==> src/sv/hot_cold_clock_cache_top_assert.svh <==
// Assertion macros for the hot/cold clock cache.
// Included by the top level; no other dependencies.
`ifndef HOT_COLD_CLOCK_CACHE_TOP_ASSERT_SVH
`define HOT_COLD_CLOCK_CACHE_TOP_ASSERT_SVH
`ifndef ASSERT_OFF
`define HCC_ASSERT_IMP(name, clk, rst, ante, cons) \
   name: assert property (@(posedge clk) disable iff (rst) (ante) |-> (cons)) \
      else $error("assertion failed");
`define HCC_ASSERT_NXT(name, clk, rst, ante, cons) \
   name: assert property (@(posedge clk) disable iff (rst) (ante) |=> (cons)) \
      else $error("assertion failed");
`else
`define HCC_ASSERT_IMP(name, clk, rst, ante, cons)
`define HCC_ASSERT_NXT(name, clk, rst, ante, cons)
`endif
`endif

==> src/sv/hcc_ram.sv <==
// Generic simple dual-port RAM with one write port and a registered read port.
// No dependencies.
`timescale 1ns / 1ps
module hcc_ram #(
   parameter int WIDTH = 8,
   parameter int DEPTH = 64
) (
   input  logic                     clock,
   input  logic                     wr_en,
   input  logic [$clog2(DEPTH)-1:0] wr_addr,
   input  logic [WIDTH-1:0]         wr_data,
   input  logic                     rd_en,
   input  logic [$clog2(DEPTH)-1:0] rd_addr,
   output logic [WIDTH-1:0]         rd_data
);
   logic [WIDTH-1:0] mem_ff [DEPTH];
   logic [WIDTH-1:0] rd_data_ff;

   always_ff @(posedge clock) begin
      if (wr_en) begin
         mem_ff[wr_addr] <= wr_data;
      end
      if (rd_en) begin
         rd_data_ff <= mem_ff[rd_addr];
      end
   end

   assign rd_data = rd_data_ff;
endmodule

==> config.mk <==
export PLATFORM = sky130hd
export DESIGN_NAME = hcc_ram
export DESIGN_NICKNAME = d
export VERILOG_FILES = /design/src/sv/hot_cold_clock_cache_top_assert.svh /design/src/sv/hcc_ram.sv
export SDC_FILE = /design/constraint.sdc
export NUM_CORES = 1
export LEC_CHECK = 0
export BUFFER_PORTS_ARGS = -buffer_cell sky130_fd_sc_hd__buf_4
export CAP_MARGIN = 15
export CORE_MARGIN = 8
export CORE_UTILIZATION = 43
export DETAILED_ROUTE_END_ITERATION = 16
export PLACE_DENSITY_LB_ADDON = 0.25
export SYNTH_ARGS = -nofsm -noshare
export SYNTH_HDL_FRONTEND = slang
export SYNTH_SLANG_ARGS = --single-unit
==> constraint.sdc <==
create_clock -name clock -period 2.84 [get_ports clock]
set_input_delay 0.426 -clock clock [delete_from_list [all_inputs] [get_ports clock]]
set_output_delay 0.426 -clock clock [all_outputs]
set_load 0.005 [all_outputs]
==> run_results.csv, run 1 <==
group,metric,value,unit
status,status,"complete, no violations",
die,fp.dieW,233.0,um
hold_path,hp-start,"rd_en",
detailed_routing,drt-total-wl,45910,um
cts,hold_buffers,0,
logic_synthesis,synth-edff-count,520,
logic_synthesis,synth-xor-area-share,0,
finish,final_net_count,1087,
power,p_clk_frac,0.404,
cts,path_clk_slew,60,ps
hold_path,hp-class,"in -> reg",
detailed_routing,vias,9665,
job,max-cap-violations,0,
die,start_util,0.4349,
timing,maxSlewHeadroom,0.4622,
logic_synthesis,syn_inst,940,
die,num_rows,79,
logic_synthesis,syn_area_per_cell,21.54,um2
worst_setup_path,crit_required,3160,ps
global_route,grtUsageTotal,0.1704,
detailed_routing,ant_nets,0,
global_route,grt_pass1_wl,67310,um
timing,grt_setup_unrepaired,"no",
logic_synthesis,ys.flop_type,"edfxtp_1",
die,coreArea,0.04656,mm2
detailed_routing,drcViolationCount,0,
worst_setup_path,arrival,2520,ps
power,switching_share,0.2089,
timing,clock_skew,15.54,ps
cts,htree_levels,2,
global_route,antenna_found_initial,1,
timing,hold_violations,0,
worst_setup_path,worstSetupEndpointType,"flip-flop",
cts,cts_setup_buffers,0,
worst_setup_path,start_kind,"flip-flop",
hold_path,holdPathStages,1,
timing,finalSetupTns,0,ps
detailed_routing,vias_per_cell,5.645,
cts,numCtsBuffers,52,
finish,final_layout_size_suffix_gt1_frac,0.2971,
cts,clk-insertion-delay-late,580,ps
global_route,grt.busiest_layer,"met2",
die,io_pins,31,
power,intPower,12.41,mW
placement,hpwl,28350,um
logic_synthesis,syn-cell-area,0.02025,mm2
hold_path,min_to,"rd_data[6]$_DFFE_PP_",
detailed_routing,dr.pass1.iters,5,
logic_synthesis,synth-simple-area-share,0.03374,
timing,finalSetupViolations,0,
placement,place_congestion,0.7962,
logic_synthesis,syn-num-nets,963,
power,p_sw,3.278,mW
worst_setup_path,r2r_end,"rd_data[4]$_DFFE_PP_",
timing,period_needed,2199,ps
worst_setup_path,worstRegToRegCells,5,
cts,cts_resized,0,
timing,maxSlewViolCount,0,
cts,cts_tree,"built",
global_route,use_met3,0.02825,
die,die-area,0.05428,mm2
power,power.total,15.69,mW
placement,io_buffers,30,
worst_setup_path,critPathKind,"reg -> reg",
logic_synthesis,synthMuxAreaShare,0.1588,
cts,cts_buffer_depth,3,
logic_synthesis,synthArstFlopShare,0,
logic_synthesis,yosysSeqAreaShare,0.7712,
logic_synthesis,synth.distinct_cells,39,
detailed_routing,routedWlPerCell,26.82,um
global_route,grt_util_met2,0.2756,
power,pwr-share-comb,0.052,
logic_synthesis,synth_top_family_by_area,"multiplexers",
timing,worstMarginPinSlew,803.7,ps
worst_setup_path,crit_fanout,1,
logic_synthesis,ys_warn_count,0,
detailed_routing,drt-initial-drc-count,946,
logic_synthesis,synth_adder_area_share,0,
power,cellLeakagePower,7.384,nW
finish,syn2layout_area_growth,14.88,%
cts,clock-sinks,520,
global_route,grt_max_degree,65,
logic_synthesis,synth-compound-area-share,0.02064,
global_route,grt_overflow,0,
global_route,grt_pass1_vias,10060,
die,die_y,233.0,um
power,max-vdd-ir-drop,590.6,uV
logic_synthesis,synth_seq_cells,520,
power,power.density,674.7,mW/mm2
cts,clockRootBuffer,"clkbuf_16",
worst_setup_path,r2r-start,"mem_ff[25][4]$_DFFE_PP_",
global_route,grt_use_met1,0.2312,
power,pwr-share-seq,0.544,
worst_setup_path,reg2reg_slack,640,ps
timing,period_share,0.7742,
timing,fmax,454.8,MHz
## worst max-delay path, stage by stage (launching register included)
cell and delay (ps):
edfxtp_1 370, mux4_2 460, mux2_2 280, o221a_2 280, nor3_1 380, o32ai_1 160
## cells in the final DEF (no fill, tap or decap), types with 8 or more instances in the layout
cell type | Yosys | final
buf_12 | 2 | 8
mux2_2 | 13 | 13
o22ai_1 | 8 | 8
nor2_1 | 83 | 83
clkbuf_16 | 0 | 53
mux2i_1 | 23 | 23
mux4_2 | 126 | 126
nand2_1 | 19 | 19
edfxtp_1 | 520 | 520
nand3_1 | 13 | 13
clkinv_2 | 0 | 9
clkbuf_1 | 17 | 11
buf_4 | 13 | 112
o221ai_1 | 8 | 8
clkinv_1 | 0 | 17
nor2b_1 | 14 | 14
## synthesized netlist by cell type (2+ instances only)
master | number | area, um2
a2111oi_0 | 2 | 17.52
a211oi_1 | 4 | 30.03
a21oi_1 | 3 | 15.01
a221oi_1 | 6 | 52.55
a22oi_1 | 3 | 22.52
buf_1 | 4 | 15.01
buf_12 | 2 | 40.04
buf_2 | 11 | 55.05
buf_4 | 13 | 97.59
buf_6 | 4 | 45.04
clkbuf_1 | 17 | 63.81
edfxtp_1 | 520 | 15610
mux2_2 | 13 | 146.4
mux2i_1 | 23 | 230.2
mux4_2 | 126 | 2838
nand2_1 | 19 | 71.32
nand2b_1 | 7 | 43.79
nand3_1 | 13 | 65.06
nand3b_1 | 3 | 22.52
nand4_1 | 2 | 12.51
nor2_1 | 83 | 311.6
nor2b_1 | 14 | 87.58
nor3_1 | 7 | 35.03
nor4_1 | 2 | 12.51
o2111ai_1 | 3 | 26.28
o21a_1 | 2 | 15.01
o21ai_0 | 2 | 10.01
o21ai_1 | 2 | 10.01
o221a_2 | 2 | 22.52
o221ai_1 | 8 | 70.07
o22ai_1 | 8 | 50.05
o2bb2ai_1 | 3 | 26.28
o32ai_1 | 2 | 17.52
o41ai_1 | 2 | 17.52
## cell type report
cell class | count | area, um2
clock buffers | 64 | 1368
multi-input cells | 369 | 4315
diodes | 1 | 2.502
well taps | 607 | 759.5
repair buffers | 121 | 1015
fillers | 3711 | 23300
clock inverters | 30 | 185.2
flip-flops and latches | 520 | 15620
## per-stage QoR
| stage | cell area [um2] | setup WS, ps | utilization | hold WS [ps] | cells |
|---|---|---|---|---|---|
| 2_1_floorplan | 20250 | 607.7 | - | 524.9 | 940 |
| 3_3_place_gp | 21700 | 95.32 | 0.4662 | 772.0 | 1617 |
| 3_5_place_dp | 21700 | 112.2 | 0.4662 | 764.7 | 1617 |
| 4_1_cts | 23260 | 638.6 | 0.4996 | 140.9 | 1711 |
| 5_1_grt | 23260 | 597.0 | 0.4996 | 160.3 | 1712 |
| 6_report | 23260 | 641.3 | 0.4996 | 179.7 | 1712 |
## metal layers
layer	wire [um]	vias to the layer above
met5	0	-
met1	19860	5126
met3	2449	79
met2	22180	276
li1	-	4184
met4	1421	0
## worst max-delay path by stage
| stage | startpoint | end | slack [ps] | depth (start not counted) |
|---|---|---|---|---|
| 6_report | mem_ff[25][4]$_DFFE_PP_ | rd_data[4]$_DFFE_PP_ | 640 | 5 |
| 3_3_place_gp | rd_addr[0] | rd_data[2]$_DFFE_PP_ | 100 | 8 |
| 3_5_place_dp | rd_addr[0] | rd_data[2]$_DFFE_PP_ | 110 | 8 |
| 4_1_cts | mem_ff[47][2]$_DFFE_PP_ | rd_data[2]$_DFFE_PP_ | 640 | 5 |
| 2_1_floorplan | rd_addr[1] | rd_data[3]$_DFFE_PP_ | 610 | 7 |
| 5_1_grt | mem_ff[47][2]$_DFFE_PP_ | rd_data[2]$_DFFE_PP_ | 600 | 5 |
## power by group through the flow
stage	Combinational (mW)	Clock, mW	Sequential [mW]
5_1_grt	0.867	6.72	8.54
4_1_cts	0.828	6.46	8.54
3_5_place_dp	0.827	0	8.70
6_report	0.815	6.34	8.54
2_1_floorplan	0.453	0	8.69
3_3_place_gp	0.815	0	8.70
## state kept, by name (all words and copies together), names as in the netlist
register  cells
rd_data       8
mem_ff      512
## logic make-up (layout without fill, tap and decap cells)
logic type             count (synthesis)  after routing
DFF                                  520            520
muxes                                162            162
and+or+nand+nor                      153            153
AOI/OAI and AO/OA                     54             54
buffers and inverters                 51            215
other                                  0              1
No activity file was read; power rests on OpenSTA's default activity.
==> inputs of run 2 (changes only) <==
clock period = 1.9 ns   (was 2.84 ns; I/O delays follow)
==> run 2 against run 1 <==
The flow now finishes with violations (setup timing). Die area unchanged. Sequential share of layout area down 2.7 points. Fmax up 11%. Design area grew 4.1%. Combinational power grew 71%. Critical path depth unchanged. Clock-buffer cell count fell by 1. Global-route usage up 0.49 points.
==> run_results.csv, run 2 (synthesized netlist as in run 1, its figures left out) <==
group,metric,value,unit
global_route,grt_max_degree,65,
power,cellLeakagePower,7.909,nW
finish,final_common_cell,"edfxtp_1",
hold_path,hp-class,"in -> reg",
global_route,grt_overflow,0,
status,status,"complete, but fails checks",
worst_setup_path,cp_slowest_cell,"mux4_2",
cts,hold_buffers,0,
finish,fillCellCount,3607,
die,die_y,233.0,um
finish,final_net_count,1154,
placement,postPlaceCellArea,0.02233,mm2
finish,largest_reg_flops,512,
die,start_util,0.4349,
finish,final_cell_mix,"edfxtp_1 (520), buf_4 (172), mux4_2 (126)",
die,io_pins,31,
placement,place_congestion,0.8169,
worst_setup_path,arrival,2320,ps
timing,fin_ws,-84.82,ps
worst_setup_path,r2r_end,"rd_data[6]$_DFFE_PP_",
timing,period_needed,1985,ps
timing,worstMarginPinSlew,715.1,ps
worst_setup_path,path_cells,"mux4_2 > mux2_4 > o221a_4 > nor3_4 > o32ai_2",
global_route,grt_pass1_vias,10380,
cts,cts_buffer_depth,3,
job,max-cap-violations,0,
detailed_routing,vias_per_cell,5.647,
finish,syn2layout_area_growth,19.62,%
die,fp.dieW,233.0,um
cts,cts_setup_buffers,0,
global_route,grt_util_met2,0.2776,
timing,fmax,503.8,MHz
finish,ff_latch_area,0.01562,mm2
worst_setup_path,critical-path-top-delay-family,"multiplexers",
worst_setup_path,critPathKind,"reg -> reg",
die,die-area,0.05428,mm2
finish,multi_input_comb_area,0.004519,mm2
finish,finalInstanceArea,0.02422,mm2
global_route,use_met3,0.03313,
finish,stdcell_count,1780,
power,power.density,1009,mW/mm2
cts,htree_levels,2,
hold_path,min_to,"rd_data[6]$_DFFE_PP_",
global_route,grt_pass1_wl,69790,um
timing,finalSetupTns,-171.0,ps
hold_path,holdPathStages,1,
global_route,grt.busiest_layer,"met2",
finish,final_layout_size_suffix_gt1_frac,0.3666,
cts,clock-sinks,520,
placement,io_buffers,30,
global_route,grt_use_met1,0.2436,
detailed_routing,drt-initial-drc-count,1032,
status,violations,"setup timing",
worst_setup_path,critical_path_buf_inv_count,0,
worst_setup_path,slowest_delay,500,ps
worst_setup_path,start_kind,"flip-flop",
detailed_routing,vias,10050,
worst_setup_path,crit_required,2230,ps
power,max-vdd-ir-drop,681.8,uV
finish,num_antenna_cells,0,
timing,hold_violations,0,
finish,regMostFlops,"mem_ff",
worst_setup_path,reg2reg_slack,-80,ps
global_route,grtUsageTotal,0.1753,
global_route,antenna_found_initial,0,
placement,place_inst,1689,
cts,path_clk_slew,60,ps
worst_setup_path,worstSetupEndpointType,"flip-flop",
timing,grt_setup_unrepaired,"yes",
detailed_routing,routedWlPerCell,26.29,um
worst_setup_path,worstRegToRegCells,5,
power,power.total,24.43,mW
timing,clock_skew,12.23,ps
timing,finalSetupViolations,4,
cts,numCtsBuffers,51,
cts,clockRootBuffer,"clkbuf_16",
detailed_routing,dr.pass1.iters,4,
hold_path,hp-start,"rd_en",
timing,maxSlewViolCount,0,
die,num_rows,79,
die,coreArea,0.04656,mm2
timing,whs,44.61,ps
detailed_routing,drt-total-wl,46800,um
placement,dpl_worst_slack,-813.3,ps
cts,cts_tree,"built",
placement,hpwl,30360,um
timing,period_share,1.045,
detailed_routing,ant_nets,0,
finish,fin_util,0.5202,
worst_setup_path,crit_fanout,1,
timing,maxSlewHeadroom,0.5233,
detailed_routing,drcViolationCount,0,
cts,clk-insertion-delay-late,580,ps
worst_setup_path,r2r-start,"mem_ff[21][6]$_DFFE_PP_",
[run 2: cell count changes in the layout (fill, tap and decap cells not counted), moves of 5 or more]
cell       delta
buf_12        +7
mux2_4        +7
clkinv_2      +6
bufinv_16     +5
buf_4        +60
clkinv_1     -12
mux2_2        -7
[run 2: worst max path at each step]
| stage | cells after the start | slack [ps] | endpoint | start |
|---|---|---|---|---|
| floorplan | 7 | -70 | rd_data[7]$_DFFE_PP_ | rd_addr[0] |
| global placement | 7 | -840 | rd_data[0]$_DFFE_PP_ | rd_addr[0] |
| detailed placement | 7 | -810 | rd_data[2]$_DFFE_PP_ | rd_addr[0] |
| CTS | 5 | -90 | rd_data[6]$_DFFE_PP_ | mem_ff[16][6]$_DFFE_PP_ |
| global route | 5 | -160 | rd_data[6]$_DFFE_PP_ | mem_ff[16][6]$_DFFE_PP_ |
| finish | 5 | -80 | rd_data[6]$_DFFE_PP_ | mem_ff[21][6]$_DFFE_PP_ |
[run 2: routing by layer]
layer / wire length, um / vias to the layer above
met5: 0 / -
met4: 1412 / 0
met3: 2725 / 72
met2: 22650 / 301
met1: 20010 / 5355
li1: - / 4323
[run 2: what timing repair did]
action | 4_1_cts | 5_1_grt
gates resized for setup | 37 | 3
setup endpoints to repair | 8 | 7
pin swaps | 13 | 0
[run 2: final cells by class]
type                            count  share of cell area
Timing Repair Buffer              189             0.06675
Clock inverter                     32             0.01426
Multi-Input combinational cell    369              0.1866
Sequential cell                   520              0.6447
Clock buffer                       63             0.05631
Tap cell                          607             0.03136
[run 2: report_power, final]
part           switching [mW]  total [mW]  leakage (nW)  internal [mW]
Sequential             0.0407        12.8          4.69           12.7
Combinational           0.787        1.39          2.38          0.605
Clock                    4.22        10.3         0.843           6.06
==> inputs of run 3 (changes only) <==
==> constraint.sdc (replaced) <==
create_clock -name clock -period 1.9 [get_ports clock]
set_input_delay 0.095 -clock clock [delete_from_list [all_inputs] [get_ports clock]]
set_output_delay 0.095 -clock clock [all_outputs]
set_load 0.005 [all_outputs]
==> run 3 against run 2 <==
The run still ends with setup timing left. Setup slack improved by 12 ps. Flip-flop and latch count unchanged. Register-to-register slack about the same. Core utilization decreased by 0.81 points. Cell count decreased by 1.2%. Routed wire length decreased by 2.1%. Via count decreased by 2.1%. Design area decreased by 1.5%. Clock power decreased by 7%. Clock skew decreased by 3.5 ps. Power decreased by 2.9%. Worst hold slack improved by 11 ps.
==> run_results.csv, run 3 (synthesized netlist as in run 1, its figures left out) <==
group,metric,value,unit
timing,period_needed,1973,ps
finish,final_common_cell,"edfxtp_1",
timing,finalSetupViolations,6,
global_route,grtUsageTotal,0.1713,
detailed_routing,drt-initial-drc-count,929,
timing,maxSlewViolCount,0,
die,die-area,0.05428,mm2
timing,grt_setup_unrepaired,"yes",
global_route,grt_overflow,0,
worst_setup_path,crit_required,2210,ps
timing,whs,55.97,ps
power,power.density,994.7,mW/mm2
worst_setup_path,path_cells,"mux4_2 > mux2_2 > a221oi_2 > o2bb2ai_1",
hold_path,hp-start,"wr_addr[2]",
finish,syn2layout_area_growth,17.77,%
timing,hold_violations,0,
worst_setup_path,critPathKind,"reg -> reg",
global_route,antenna_found_initial,0,
hold_path,hp-class,"in -> reg",
status,status,"complete, but fails checks",
detailed_routing,vias_per_cell,5.591,
worst_setup_path,r2r-start,"mem_ff[47][1]$_DFFE_PP_",
timing,maxSlewHeadroom,0.4836,
hold_path,holdPathStages,3,
timing,period_share,1.039,
worst_setup_path,crit_fanout,1,
cts,numCtsBuffers,51,
cts,cts_tree,"built",
hold_path,min_to,"mem_ff[50][6]$_DFFE_PP_",
die,fp.dieW,233.0,um
worst_setup_path,start_kind,"flip-flop",
placement,io_buffers,30,
global_route,grt.busiest_layer,"met2",
worst_setup_path,cp_slowest_cell,"mux4_2",
cts,path_clk_slew,60,ps
power,cellLeakagePower,7.673,nW
die,die_y,233.0,um
finish,multi_input_comb_area,0.004418,mm2
cts,clockRootBuffer,"clkbuf_16",
cts,clk-insertion-delay-late,570,ps
finish,largest_reg_flops,512,
job,max-cap-violations,0,
cts,cts_setup_buffers,0,
global_route,grt_pass1_wl,68370,um
global_route,grt_max_degree,65,
die,start_util,0.4349,
cts,htree_levels,2,
timing,worstMarginPinSlew,774.6,ps
die,num_rows,79,
finish,final_cell_mix,"edfxtp_1 (520), buf_4 (155), mux4_2 (126)",
finish,final_layout_size_suffix_gt1_frac,0.3411,
worst_setup_path,critical_path_buf_inv_count,0,
timing,fin_ws,-73.20,ps
global_route,grt_use_met1,0.2423,
detailed_routing,ant_nets,0,
worst_setup_path,reg2reg_slack,-70,ps
timing,fmax,506.8,MHz
timing,finalSetupTns,-246.6,ps
detailed_routing,routedWlPerCell,26.04,um
power,max-vdd-ir-drop,719.1,uV
placement,hpwl,28900,um
die,coreArea,0.04656,mm2
placement,place_congestion,0.8061,
global_route,grt_util_met2,0.2719,
cts,clock-sinks,520,
finish,fillCellCount,3661,
finish,regMostFlops,"mem_ff",
worst_setup_path,crit_cells,4,
timing,clock_skew,8.722,ps
die,io_pins,31,
worst_setup_path,critical-path-top-delay-family,"multiplexers",
finish,ff_latch_area,0.01562,mm2
global_route,use_met3,0.02411,
worst_setup_path,r2r_end,"rd_data[1]$_DFFE_PP_",
worst_setup_path,slowest_delay,480,ps
worst_setup_path,worstSetupEndpointType,"flip-flop",
finish,num_antenna_cells,0,
finish,final_net_count,1137,
detailed_routing,drt-total-wl,45810,um
detailed_routing,vias,9835,
worst_setup_path,arrival,2280,ps
global_route,grt_pass1_vias,10170,
detailed_routing,drcViolationCount,0,
cts,cts_buffer_depth,3,
status,violations,"setup timing",
worst_setup_path,worstRegToRegCells,4,
detailed_routing,dr.pass1.iters,5,
## run 3: cell types whose count changed in the layout (fill, tap and decap cells not counted), sizes merged
cell	before	now
buf	188	168
clkinv	22	16
bufinv	7	3
clkbuf	64	67
clkinvlp	2	5
dlygate4sd3	0	3
## run 3: metrics by stage
| step | setup slack, ps | instance area [um2] | std cells | total power, mW | utilization |
|---|---|---|---|---|---|
| finish | -73.20 | 23840 | 1759 | 23.72 | 0.5122 |
| global route | -112.2 | 23840 | 1759 | 24.39 | 0.5122 |
| CTS | -67.48 | 23820 | 1759 | 23.94 | 0.5117 |
| detailed placement | -617.9 | 22130 | 1665 | 14.33 | 0.4753 |
| global placement | -590.7 | 22130 | 1665 | 14.31 | 0.4753 |
| floorplan | 26.39 | 20250 | 940 | 13.66 | - |
## run 3: area by class of cell
type	instances	area share
tap	607	0.03185
clock buffer	66	0.05767
multi-input combinational	369	0.1853
timing repair buffer	172	0.06155
sequential	520	0.6549
clock inverter	25	0.008763
## run 3: worst max path at each step
stage                       startpoint              endpoint  slack (ps)
4_1_cts         mem_ff[0][0]$_DFFE_PP_  rd_data[0]$_DFFE_PP_         -70
6_report       mem_ff[47][1]$_DFFE_PP_  rd_data[1]$_DFFE_PP_         -70
3_5_place_dp                rd_addr[0]  rd_data[7]$_DFFE_PP_        -620
2_1_floorplan               rd_addr[0]  rd_data[3]$_DFFE_PP_          30
3_3_place_gp                rd_addr[0]  rd_data[7]$_DFFE_PP_        -590
5_1_grt         mem_ff[3][0]$_DFFE_PP_  rd_data[0]$_DFFE_PP_        -110
## run 3: where the power goes
part	total, mW	switching (mW)	internal [mW]
registers	12.8	0.0343	12.7
clock network	9.61	4.11	5.50
logic	1.35	0.771	0.575
## run 3: layer usage
| layer | up-vias | share of wire |
|---|---|---|
| met5 | - | 0 |
| met4 | 0 | 0.028 |
| met3 | 71 | 0.048 |
| met2 | 284 | 0.48 |
| met1 | 5200 | 0.44 |
| li1 | 4280 | - |
## run 3: repair_timing
action	4_1_cts	5_1_grt
setup endpoints to repair	8	8
hold buffers	3	0
cloned	0	0
gates resized for setup	16	4
pin swaps	2	3
hold endpoints to repair	16	0
## run 3: worst register-to-register path, stage by stage (launching register included)
cell       delay [ps]
edfxtp_1          390
mux4_2            480
mux2_2            330
a221oi_2          400
o2bb2ai_1         120
